===== config.mk =====
export PLATFORM = sky130hd
export DESIGN_NAME = tamb_cfg
export DESIGN_NICKNAME = d
export VERILOG_FILES = /design/src/hdl/tamb_pkg.sv /design/src/hdl/tamb_cfg.sv
export SDC_FILE = /design/constraint.sdc
export NUM_CORES = 1
export LEC_CHECK = 0
export ABC_AREA = 1
export BUFFER_PORTS_ARGS = -buffer_cell sky130_fd_sc_hd__clkbuf_2
export CAP_MARGIN = 20
export CELL_PAD_IN_SITES_DETAIL_PLACEMENT = 0
export CELL_PAD_IN_SITES_GLOBAL_PLACEMENT = 2
export CORE_MARGIN = 3
export CORE_UTILIZATION = 16
export CTS_CLUSTER_DIAMETER = 150
export DETAILED_ROUTE_END_ITERATION = 7
export GPL_TIMING_DRIVEN = 1
export PLACE_DENSITY = 0.95
export SLEW_MARGIN = 15
export SYNTH_ARGS = -nofsm -noshare
export SYNTH_HDL_FRONTEND = slang
export SYNTH_SLANG_ARGS = --single-unit

===== constraint.sdc =====
create_clock -name clk -period 2 [get_ports clk]
set_input_delay 0.2 -clock clk [delete_from_list [all_inputs] [get_ports clk]]
set_output_delay 0.2 -clock clk [all_outputs]
set_load 0.1 [all_outputs]

===== src/hdl/tamb_pkg.sv =====
// Shared types, widths and codes for the timesliced audio mix buffer.
`timescale 1ns / 1ps

package tamb_pkg;

    // Field widths of the item channels
    localparam int SLICE_W  = 32;
    localparam int VALUE_W  = 16;
    localparam int CHAN_W   = 3;
    localparam int INDEX_W  = 6;
    localparam int STATUS_W = 2;

    // Configuration register widths and reset values
    localparam int SPS_W = 7;
    localparam int CC_W  = 4;
    localparam logic [SPS_W-1:0] SPS_RESET = 7'd48;
    localparam logic [CC_W-1:0]  CC_RESET  = 4'd2;

    // Register index decoded from paddr[2]
    localparam logic REG_SAMPLES  = 1'b0;
    localparam logic REG_CHANNELS = 1'b1;

    // Default geometry of the sample store
    localparam int RING_SLICES_DEF       = 16;
    localparam int MAX_CHANNELS_DEF      = 8;
    localparam int MAX_SLICE_SAMPLES_DEF = 64;

    // Full-scale level used for saturation
    localparam int FULL_SCALE = 32767;

    // Result status codes
    localparam logic [STATUS_W-1:0] STATUS_OK    = 2'd0;
    localparam logic [STATUS_W-1:0] STATUS_LATE  = 2'd1;
    localparam logic [STATUS_W-1:0] STATUS_FAR   = 2'd2;
    localparam logic [STATUS_W-1:0] STATUS_EMPTY = 2'd3;

    // Commands from the controller to the datapath
    typedef struct packed {
        logic load;      // capture the accepted item
        logic check;     // classify the item and issue the store read
        logic exec;      // update the store and state, load the result register
        logic clr_step;  // zero one store entry of the clearing pass
    } cmd_t;

    // Status from the datapath to the controller
    typedef struct packed {
        logic clr_done;     // clearing pass is at its last entry
        logic drain_clear;  // the executing pull drains a slot that holds mixes
    } stat_t;

endpackage


===== src/hdl/tamb_cfg.sv =====
// APB register block holding samples_per_slice and channel_count.
`timescale 1ns / 1ps

module tamb_cfg (
    input  logic                        clk,
    input  logic                        rst_n,
    input  logic                        psel,
    input  logic                        penable,
    input  logic                        pwrite,
    input  logic [2:0]                  paddr,
    input  logic [31:0]                 pwdata,
    output logic [31:0]                 prdata,
    output logic                        pready,
    output logic [tamb_pkg::SPS_W-1:0]  samples_per_slice,
    output logic [tamb_pkg::CC_W-1:0]   channel_count
);
    import tamb_pkg::*;

    logic [SPS_W-1:0] sps_reg;
    logic [SPS_W-1:0] sps_next;
    logic [CC_W-1:0]  cc_reg;
    logic [CC_W-1:0]  cc_next;
    logic             wr_en;

    assign pready = 1'b1;
    assign wr_en  = psel && penable && pwrite;

    always_comb
    begin
        sps_next = sps_reg;
        cc_next  = cc_reg;
        if (wr_en)
        begin
            case (paddr[2])
                REG_SAMPLES:  sps_next = pwdata[SPS_W-1:0];
                REG_CHANNELS: cc_next  = pwdata[CC_W-1:0];
                default:      sps_next = sps_reg;
            endcase
        end
    end

    always_ff @(posedge clk or negedge rst_n)
    begin
        if (!rst_n)
        begin
            sps_reg <= SPS_RESET;
            cc_reg  <= CC_RESET;
        end
        else
        begin
            sps_reg <= sps_next;
            cc_reg  <= cc_next;
        end
    end

    always_comb
    begin
        case (paddr[2])
            REG_SAMPLES:  prdata = 32'(sps_reg);
            REG_CHANNELS: prdata = 32'(cc_reg);
            default:      prdata = '0;
        endcase
    end

    assign samples_per_slice = sps_reg;
    assign channel_count     = cc_reg;

endmodule


==> summary.txt <==
Synthesis
  • Synth unique cells: 12
  • Ys async rst share: 100%
  • Area leader, netlist: dfrtp_1
  • Syn avg cell area: 7.46 um2
  • Post-synth EDFFs: 0
  • Most frequent cell after synthesis: nand2_1
  • Register bit total from synthesis: 11
  • Ys flop type: dfrtp_1
  • Synth area leaders: dfrtp_1 27%, buf_4 26%, nand2_1 18%
  • Synth Cell Area: 738 um2
  • Synth top area share: 27.1%
  • Synth Instances: 99
  • Post-synthesis sequential area ratio: 37.8%
  • Yosys Warn Count: 0
  • Most instantiated cells after synthesis: 35 x nand2_1, 26 x buf_4, 11 x nand3_1

Clock tree
  • Clock sink count: 11
  • Clock Latency Late Sink: 0.24 ns
  • Post-CTS Setup Inserts: 0
  • Max Root-Sink Buffers: 2
  • # H-tree levels: 1
  • Inserted Clock Buffers: 3
  • Resized cells post-CTS: 0
  • CTS tree: yes
  • CTS clk-pin slew, worst paths: 0.05 ns
  • Root Driver: clkbuf_8

Pwr
  • Switching part of the total: 64.4%
  • Reg power frac: 22.2%
  • Reported net switching power: 891 uW
  • Worst-case vdd ir drop: 254 uV
  • Overall power: 1.38 mW
  • Leak: 0.542 nW
  • Internal power: 492 uW
  • Clk pwr share: 16.2%
  • PD cells: 1520 nW/um2
  • Comb pwr share: 61.6%

Worst hold path
  • Worst min path class: primary input to register

Setup path
  • Crit Path Max Fanout: 3
  • Worst Setup End Kind: primary output
  • Slowest cell delay on critical path: 0.54 ns
  • Cell family with most CP delay: flip-flops
  • Worst Path Required: 1.80 ns
  • Crit-path slowest cell: dfstp_2
  • Most used cell along the critical path: nand2_1
  • Startpoint types: register
  • CP Data Arrival Time: 1.35 ns
  • Worst Path Buf+Inv: 1
  • Worst path cell trace: nand2_1 > nand2_1 > clkbuf_2
  • Crit Path Class: register to primary output

STA
  • Endpoints failing hold: 0
  • Max Clock Skew: 0 ns
  • Period minus WS final: 1.55 ns
  • Final Slew Violations: 0
  • Total Neg Setup Slack: 0 ns
  • Fin crit share: 77.7%
  • F_max: 643 MHz
  • Slew headroom: 62.6%
  • Endpoints failing setup: 0
  • Final setup margin: 0.445 ns
  • Worst-margin pin slew: 0.563 ns
  • RSZ-0062 raised after global routing: false

Drt
  • Via count: 617
  • Metal-1 WL: 666 um
  • Detailed Route Iter0 Violations: 29
  • Avg Vias per Cell: 3.37
  • WL met3: 174 um
  • Routed length per instance: 9.74 um
  • Detailed Routing Iterations Pass 1: 4
  • Wirelength, routed: 1780 um
  • Antenna viol nets, final: 0
  • Drc violations: 0
  • Met2 routed WL: 890 um
  • Max layer used: met4

Floorplan
  • Die ar.: 5460 um2
  • Core box area: 4410 um2
  • Ports: 84
  • Die Ht: 73.9 um
  • Starting density of the core: 16.7%
  • Chip width: 73.9 um
  • Placement Rows: 24

Finish
  • Layout Nets: 172
  • Layout Cells excl Fill: 183
  • Design Area, Final: 908 um2
  • Syn-to-layout area delta: 23.1%
  • Layout cell share with drive strength beyond 1: 32.8%
  • # diodes: 0

Placement
  • GPL Wtd Cong: 0.707
  • Hpwl dp: 1430 um
  • Port Buffers: 30
  • Placed instance area: 852 um2
  • DP Cell Count: 178
  • Pre-CTS worst setup slack: 0.702 ns

Global route
  • First-pass GRT wire length: 2620 um
  • Initial antenna violation count: 0
  • GRT Residual Overflow: 0
  • Vias in the first global route: 598
  • Total track usage: 6.66%
  • Largest net degree at the start of global routing: 13

Run status
  • Status: completed

Run
  • Max-cap violations: 0
## layer usage
metal	vias to the layer above	global-route usage (%)
met5	-	0
met1	266	6.32
met3	4	2.19
met2	33	11.5
li1	314	-
met4	0	5.63
## kinds of logic after synthesis
kind of cell	Yosys count	share of synthesized area, %
other	2	1.02
flip-flops	11	37.8
buffers and inverters	34	31.9
AND/OR/NAND/NOR	52	29.3
## worst paths after layout
kind	startpoint	cells past startpoint	slack, ns	endpoint
setup / recovery	channel_count[1]	3	0.45	prdata[1]
hold / removal	pwdata[5]	3	0.16	samples_per_slice[5]
setup reg to reg	samples_per_slice[4]	2	1.28	samples_per_slice[4]
hold reg to reg	channel_count[1]	2	0.47	channel_count[1]
max in group asynchronous	rst_n	2	1.35	channel_count[1]
min in group asynchronous	rst_n	2	0.37	samples_per_slice[0]
## tightest hold or removal path: cells and delay by family
kind                   cells  cell delay, ns
AND/OR/NAND/NOR            2            0.12
buffers and inverters      1            0.08
## final cells by class
cell class	instances	area (um2)
Clock inverter	1	5.00
Inverter	5	18.8
Tap cell	52	65.1
Sequential cell	11	279
Timing Repair Buffer	33	178
Multi-Input combinational cell	78	322
Clock buffer	3	41.3
Fill cell	512	3510
## registers in the layout (all words and copies together) (netlist names)
register	flops
samples_per_slice	7
channel_count	4
## timing repair
action | CTS | global route
hold buffers | 1 | 0
endpoints found under the hold margin | 8 | 0
setup endpoints to repair | 0 | 0
## layout by cell type (no fill, tap or decap)
cell            n
nand2_1        35
clkbuf_2       29
conb_1         26
nand3_1        11
dfrtp_1         8
inv_1           5
nor2_2          4
dfstp_2         3
clkbuf_8        3
buf_4           3
nand4_1         2
clkinv_2        1
dlygate4sd3_1   1
## through the flow
| step | hold WS [ns] | utilization (%) |
|---|---|---|
| after detailed placement | 0.0922 | 19.3 |
| after floorplan | -0.0956 | - |
| after global placement | 0.0902 | 19.3 |
| after global routing | 0.181 | 20.6 |
| after CTS | 0.157 | 20.6 |
| final | 0.158 | 20.6 |
## power groups by stage
stage	sequential (mW)	combinational, mW	clock (mW)
final	0.306	0.852	0.224
after global placement	0.308	0.850	0
after detailed placement	0.310	0.854	0
after floorplan	0.617	0.483	0
after global routing	0.313	0.882	0.240
after CTS	0.307	0.856	0.229
No activity file was read; power rests on OpenSTA's default activity.
