## config.mk

```make
export PLATFORM = sky130hd
export DESIGN_NAME = tamb_ctrl
export DESIGN_NICKNAME = d
export VERILOG_FILES = /design/src/hdl/tamb_pkg.sv /design/src/hdl/tamb_ctrl.sv
export SDC_FILE = /design/constraint.sdc
export NUM_CORES = 1
export LEC_CHECK = 0
export ABC_AREA = 1
export ABC_CLOCK_PERIOD_IN_PS = 1600
export BUFFER_PORTS_ARGS = -buffer_cell sky130_fd_sc_hd__buf_2
export CAP_MARGIN = 10
export CORE_AREA = 8 8 45 47
export CTS_BUF_LIST = sky130_fd_sc_hd__clkbuf_8
export DETAILED_ROUTE_END_ITERATION = 16
export DIE_AREA = 0 0 53 55
export PLACE_DENSITY_LB_ADDON = 0.1
export SYNTH_ARGS = -nofsm -noshare
export SYNTH_HDL_FRONTEND = slang
export SYNTH_SLANG_ARGS = --single-unit
```

## constraint.sdc

```tcl
create_clock -name clk -period 1.6 [get_ports clk]
set_clock_uncertainty 0.2 [all_clocks]
set_input_delay 0.32 -clock clk [delete_from_list [all_inputs] [get_ports clk]]
set_output_delay 0.32 -clock clk [all_outputs]
set_load 0.005 [all_outputs]
```

## src/hdl/tamb_pkg.sv

```systemverilog
// Shared types, widths and codes for the timesliced audio mix buffer.
`timescale 1ns / 1ps

package tamb_pkg;

    // Field widths of the item channels
    localparam int SLICE_W  = 32;
    localparam int VALUE_W  = 16;
    localparam int CHAN_W   = 3;
    localparam int INDEX_W  = 6;
    localparam int STATUS_W = 2;

    // Configuration register widths and reset values
    localparam int SPS_W = 7;
    localparam int CC_W  = 4;
    localparam logic [SPS_W-1:0] SPS_RESET = 7'd48;
    localparam logic [CC_W-1:0]  CC_RESET  = 4'd2;

    // Register index decoded from paddr[2]
    localparam logic REG_SAMPLES  = 1'b0;
    localparam logic REG_CHANNELS = 1'b1;

    // Default geometry of the sample store
    localparam int RING_SLICES_DEF       = 16;
    localparam int MAX_CHANNELS_DEF      = 8;
    localparam int MAX_SLICE_SAMPLES_DEF = 64;

    // Full-scale level used for saturation
    localparam int FULL_SCALE = 32767;

    // Result status codes
    localparam logic [STATUS_W-1:0] STATUS_OK    = 2'd0;
    localparam logic [STATUS_W-1:0] STATUS_LATE  = 2'd1;
    localparam logic [STATUS_W-1:0] STATUS_FAR   = 2'd2;
    localparam logic [STATUS_W-1:0] STATUS_EMPTY = 2'd3;

    // Commands from the controller to the datapath
    typedef struct packed {
        logic load;      // capture the accepted item
        logic check;     // classify the item and issue the store read
        logic exec;      // update the store and state, load the result register
        logic clr_step;  // zero one store entry of the clearing pass
    } cmd_t;

    // Status from the datapath to the controller
    typedef struct packed {
        logic clr_done;     // clearing pass is at its last entry
        logic drain_clear;  // the executing pull drains a slot that holds mixes
    } stat_t;

endpackage

```

## src/hdl/tamb_ctrl.sv

```systemverilog
// Controller state machine: sequences clear, accept, check and execute.
`timescale 1ns / 1ps

module tamb_ctrl (
    input  logic              clk,
    input  logic              rst_n,
    input  logic              in_valid,
    output logic              in_ready,
    output logic              out_valid,
    input  logic              out_ready,
    input  tamb_pkg::stat_t   stat,
    output tamb_pkg::cmd_t    cmd
);
    import tamb_pkg::*;

    typedef enum logic [3:0] {
        S_CLEAR = 4'b0001,
        S_IDLE  = 4'b0010,
        S_CHECK = 4'b0100,
        S_EXEC  = 4'b1000
    } state_t;

    state_t state_reg;
    state_t state_next;
    logic   out_valid_reg;
    logic   out_valid_next;
    logic   out_free;

    // The result register may be reloaded when empty or when taken this cycle.
    assign out_free = !out_valid_reg || out_ready;

    always_comb
    begin
        cmd          = '0;
        state_next   = state_reg;
        cmd.clr_step = (state_reg == S_CLEAR);
        cmd.load     = (state_reg == S_IDLE) && in_valid;
        cmd.check    = (state_reg == S_CHECK);
        cmd.exec     = (state_reg == S_EXEC) && out_free;
        case (state_reg)
            S_CLEAR:
            begin
                if (stat.clr_done)
                    state_next = S_IDLE;
            end
            S_IDLE:
            begin
                if (in_valid)
                    state_next = S_CHECK;
            end
            S_CHECK:
            begin
                state_next = S_EXEC;
            end
            S_EXEC:
            begin
                if (out_free)
                    state_next = stat.drain_clear ? S_CLEAR : S_IDLE;
            end
            default:
            begin
                state_next = S_IDLE;
            end
        endcase
    end

    always_comb
    begin
        if (cmd.exec)
            out_valid_next = 1'b1;
        else if (out_ready)
            out_valid_next = 1'b0;
        else
            out_valid_next = out_valid_reg;
    end

    always_ff @(posedge clk or negedge rst_n)
    begin
        if (!rst_n)
        begin
            state_reg     <= S_CLEAR;
            out_valid_reg <= 1'b0;
        end
        else
        begin
            state_reg     <= state_next;
            out_valid_reg <= out_valid_next;
        end
    end

    assign in_ready  = (state_reg == S_IDLE);
    assign out_valid = out_valid_reg;

    // The store read issued while checking is consumed in the execute state, which the check state always moves to.
    a_check_then_exec: assert property (@(posedge clk) disable iff (!rst_n)
        (state_reg == S_CHECK) |=> (state_reg == S_EXEC))
        else $error("check state not followed by execute");

    // Draining a written slot blocks new items until the slot is zeroed.
    a_drain_clears: assert property (@(posedge clk) disable iff (!rst_n)
        (cmd.exec && stat.drain_clear) |=> (state_reg == S_CLEAR && !in_ready))
        else $error("drained slot not cleared");

    // A new result only appears out of the execute state.
    a_result_from_exec: assert property (@(posedge clk) disable iff (!rst_n)
        $rose(out_valid_reg) |-> ($past(state_reg) == S_EXEC))
        else $error("result raised outside execute");

    // The clearing pass runs to its last entry.
    a_clear_holds: assert property (@(posedge clk) disable iff (!rst_n)
        (state_reg == S_CLEAR && !stat.clr_done) |=> (state_reg == S_CLEAR))
        else $error("clearing pass left early");

endmodule

```

==> summary.txt <==
Floorplanning
  – Core area: between 0.001 and 0.0015 sq mm
  – Die area: roughly 0.003 sq mm
  – Initial core utilization: 19.6%
  – Cell Rows: 14
  – Die Y: 55 um
  – Die width: 53 um
  – # IOs: 12

Clock tree
  – Total CTS buffers: 3
  – Root Driver: clkbuf_8
  – H-tree Lvls: 1
  – Clk_lat worst skew: 220 ps
  – Clk sinks: 5
  – Clock Pin Slew Worst Setup and Hold Paths: 30 ps
  – CTS tree: yes
  – CTS max path bufs: 2

STA
  – Slew Limit Fails: 0
  – Min Tclk post-route: roughly 1700 ps
  – RSZ-0062 raised after global routing: true
  – Worst setup margin: -57.1 ps
  – Tcrit/Tclk final: 104%
  – Setup TNS: -116 ps
  – Hold Slack: between 100 and 150 ps
  – Final hold viol count: 0
  – Final setup viols: 4
  – Max-slew headroom: between 80 and 90%
  – Fmax: 603 MHz
  – Least-Margin Pin Slew: 202 ps

Pwr
  – Total power draw: 0.000812 W
  – Leakage: 0.270 nW
  – Peak VDD IR: between 0.6 and 0.7 mV
  – Pwr/cell area: 1690 mW/mm^2

Synthesis
  – Async SR Flop Fraction: between 90% and 100%
  – Primary FF master, synth: dfrtp_1
  – Yosys top cell area share: 36.9%
  – Netlist Area Pre-Place: between 200 and 300 sq um
  – Synth area leader: dfrtp_1
  – Post-synth EDFFs: 0
  – Most frequent cell after synthesis: inv_1
  – Syn Area/Cell: 7.34 sq um
  – Gate Count Post-Synth: 37
  – Post-synth net total: 43
  – Synthesis-stage register bit count: 5
  – Syn. warnings: 0
  – Synth area leaders: dfrtp_1 (37%), nand3_1 (11%), inv_1 (11%)
  – Distinct cells, synth: 13
  – Most frequent cells after synthesis: inv_1 (8), nor2_1 (7), nand3_1 (6)
  – Register area share after synthesis: between 40% and 50%

Drt
  – Initial DRC count: 6
  – Final WL: 869 um
  – DRC viols: 0
  – Post-DR vias/cell: ~4.2
  – DRT Pass-1 Iters: 5
  – Vias: 310
  – Post-DR wirelength/cell: ~12 um
  – Detail Route Antenna Nets: 0

Place
  – Port bufs: 11
  – DP HPWL: 602 um
  – Dpl cell area: about 350 sq um
  – Routability-driven placement congestion ratio: 0.740
  – Placed insts: 65

Run status
  – Failing checks: negative setup slack
  – Status: finished with violations

Critical path
  – Slowest stage cell, crit path: dfstp_2
  – Reg2reg end: state_reg[1]
  – Worst-path cell chain: inv_4 -> nor4_4 -> buf_2
  – Kind of critical path: reg2out
  – Reg2reg start: state_reg[2]
  – Reg-to-reg slack, setup: ~180 ps
  – Crit path max fanout: 4
  – Crit path launch type: flip-flop
  – Crit path required time: 1080 ps
  – Crit. End Element: output pin
  – Worst Path Arrival: 1140 ps
  – Worst path max stage delay: 560 ps
  – Worst R2R Path Depth: 6

Worst hold path
  – Hold Crit Start: out_ready
  – Worst Hold End: out_valid
  – Hold/Removal Path Class: in2reg
  – Hold depth: 2

Global routing
  – GR Overflow Total: 0
  – Initial antenna violation count: 0
  – First-pass GRT wire length: 1230 um
  – GR Util All Layers: 6.14%
  – Vias in the first global route: 307
  – Pin count of the biggest net entering global routing: 6

Layout
  – N_diodes: 0
  – Layout cells sized above 1: 53.4%
  – Fill cells: ~150
  – Max reg flops: 4
  – Final Cell Area: roughly 480 sq um
  – Area Overhead vs Synth: 77.0%
  – Fin nets: 65
  – Non-Filler Instances: 74

Run
  – Max cap viols: 0
==> logic make-up after synthesis <==
| family | synth area share (%) |
|---|---|
| simple gates | 33.2 |
| buf+inv | 13.8 |
| flops | 46.5 |
| compound gates | 6.45 |
==> placed cells by master (no fill, tap or decap) <==
cell and instances:
o21bai_1 1, buf_4 6, inv_1 8, dlygate4sd3_1 1
nor2_2 2, o21ai_1 1, o21ai_0 1, nor4_4 1
dfstp_2 1, inv_4 1, nor2_1 5, clkbuf_8 3
buf_2 11, dfrtp_2 3, nand2_1 4, nand3_1 4
dfrtp_1 1, nand3_2 2, nand4_1 1, nor2_4 1
==> report_power, final <==
| group | total (W) | internal (W) | switching, W |
|---|---|---|---|
| Clock | 0.000223 | 0.000164 | 0.0000588 |
| Sequential | 0.000240 | 0.000171 | 0.0000690 |
| Combinational | 0.000349 | 0.000192 | 0.000157 |
==> worst max-delay path: cells and delay by family, from the launching register on <==
kind	cells	cell delay [ps]
flops	1	560
buf+inv	2	220
simple gates	1	130
==> metal layers <==
| metal | share of wire [%] | GRT usage (%) |
|---|---|---|
| met1 | 38 | 5.21 |
| met2 | 53 | 10.7 |
| met3 | 8.2 | 3.74 |
| met4 | 0 | 3.88 |
| met5 | 0 | 0 |
==> metrics by stage <==
step,utilization [%],setup slack [ps]
floorplan,-,233
global placement,25.6,142
detailed placement,25.6,130
CTS,32.5,-32.0
global route,34.7,-109
finish,34.7,-57.1
==> repair_timing <==
action | 4_1_cts | 5_1_grt
hold buffers | 1 | 0
endpoints found under the setup margin | 5 | 5
buffers inserted | 4 | 0
gates resized for setup | 4 | 8
endpoints found under the hold margin | 5 | 0
pin swaps | 3 | 0
==> cell type report <==
| cell class | count | area (sq um) | share of cell area, % |
|---|---|---|---|
| multi-input cells | 23 | 143 | 29.7 |
| inverters | 8 | 32.5 | 6.77 |
| clock inverters | 1 | 3.75 | 0.781 |
| repair buffers | 18 | 110 | 22.9 |
| clock buffers | 3 | 41.3 | 8.59 |
| flip-flops and latches | 5 | 130 | 27.1 |
| well taps | 16 | 20.0 | 4.17 |
==> worst max-delay path by stage <==
stage             end  slack, ps  cells after the start    startpoint
2_1_floorplan  cmd[0]        230                      2  state_reg[0]
3_3_place_gp   cmd[0]        140                      3  state_reg[0]
3_5_place_dp   cmd[0]        130                      3  state_reg[0]
4_1_cts        cmd[0]        -30                      3  state_reg[0]
5_1_grt        cmd[0]       -110                      3  state_reg[0]
6_report       cmd[0]        -60                      3  state_reg[0]
Note: power is estimated with default switching activity, not from simulation.
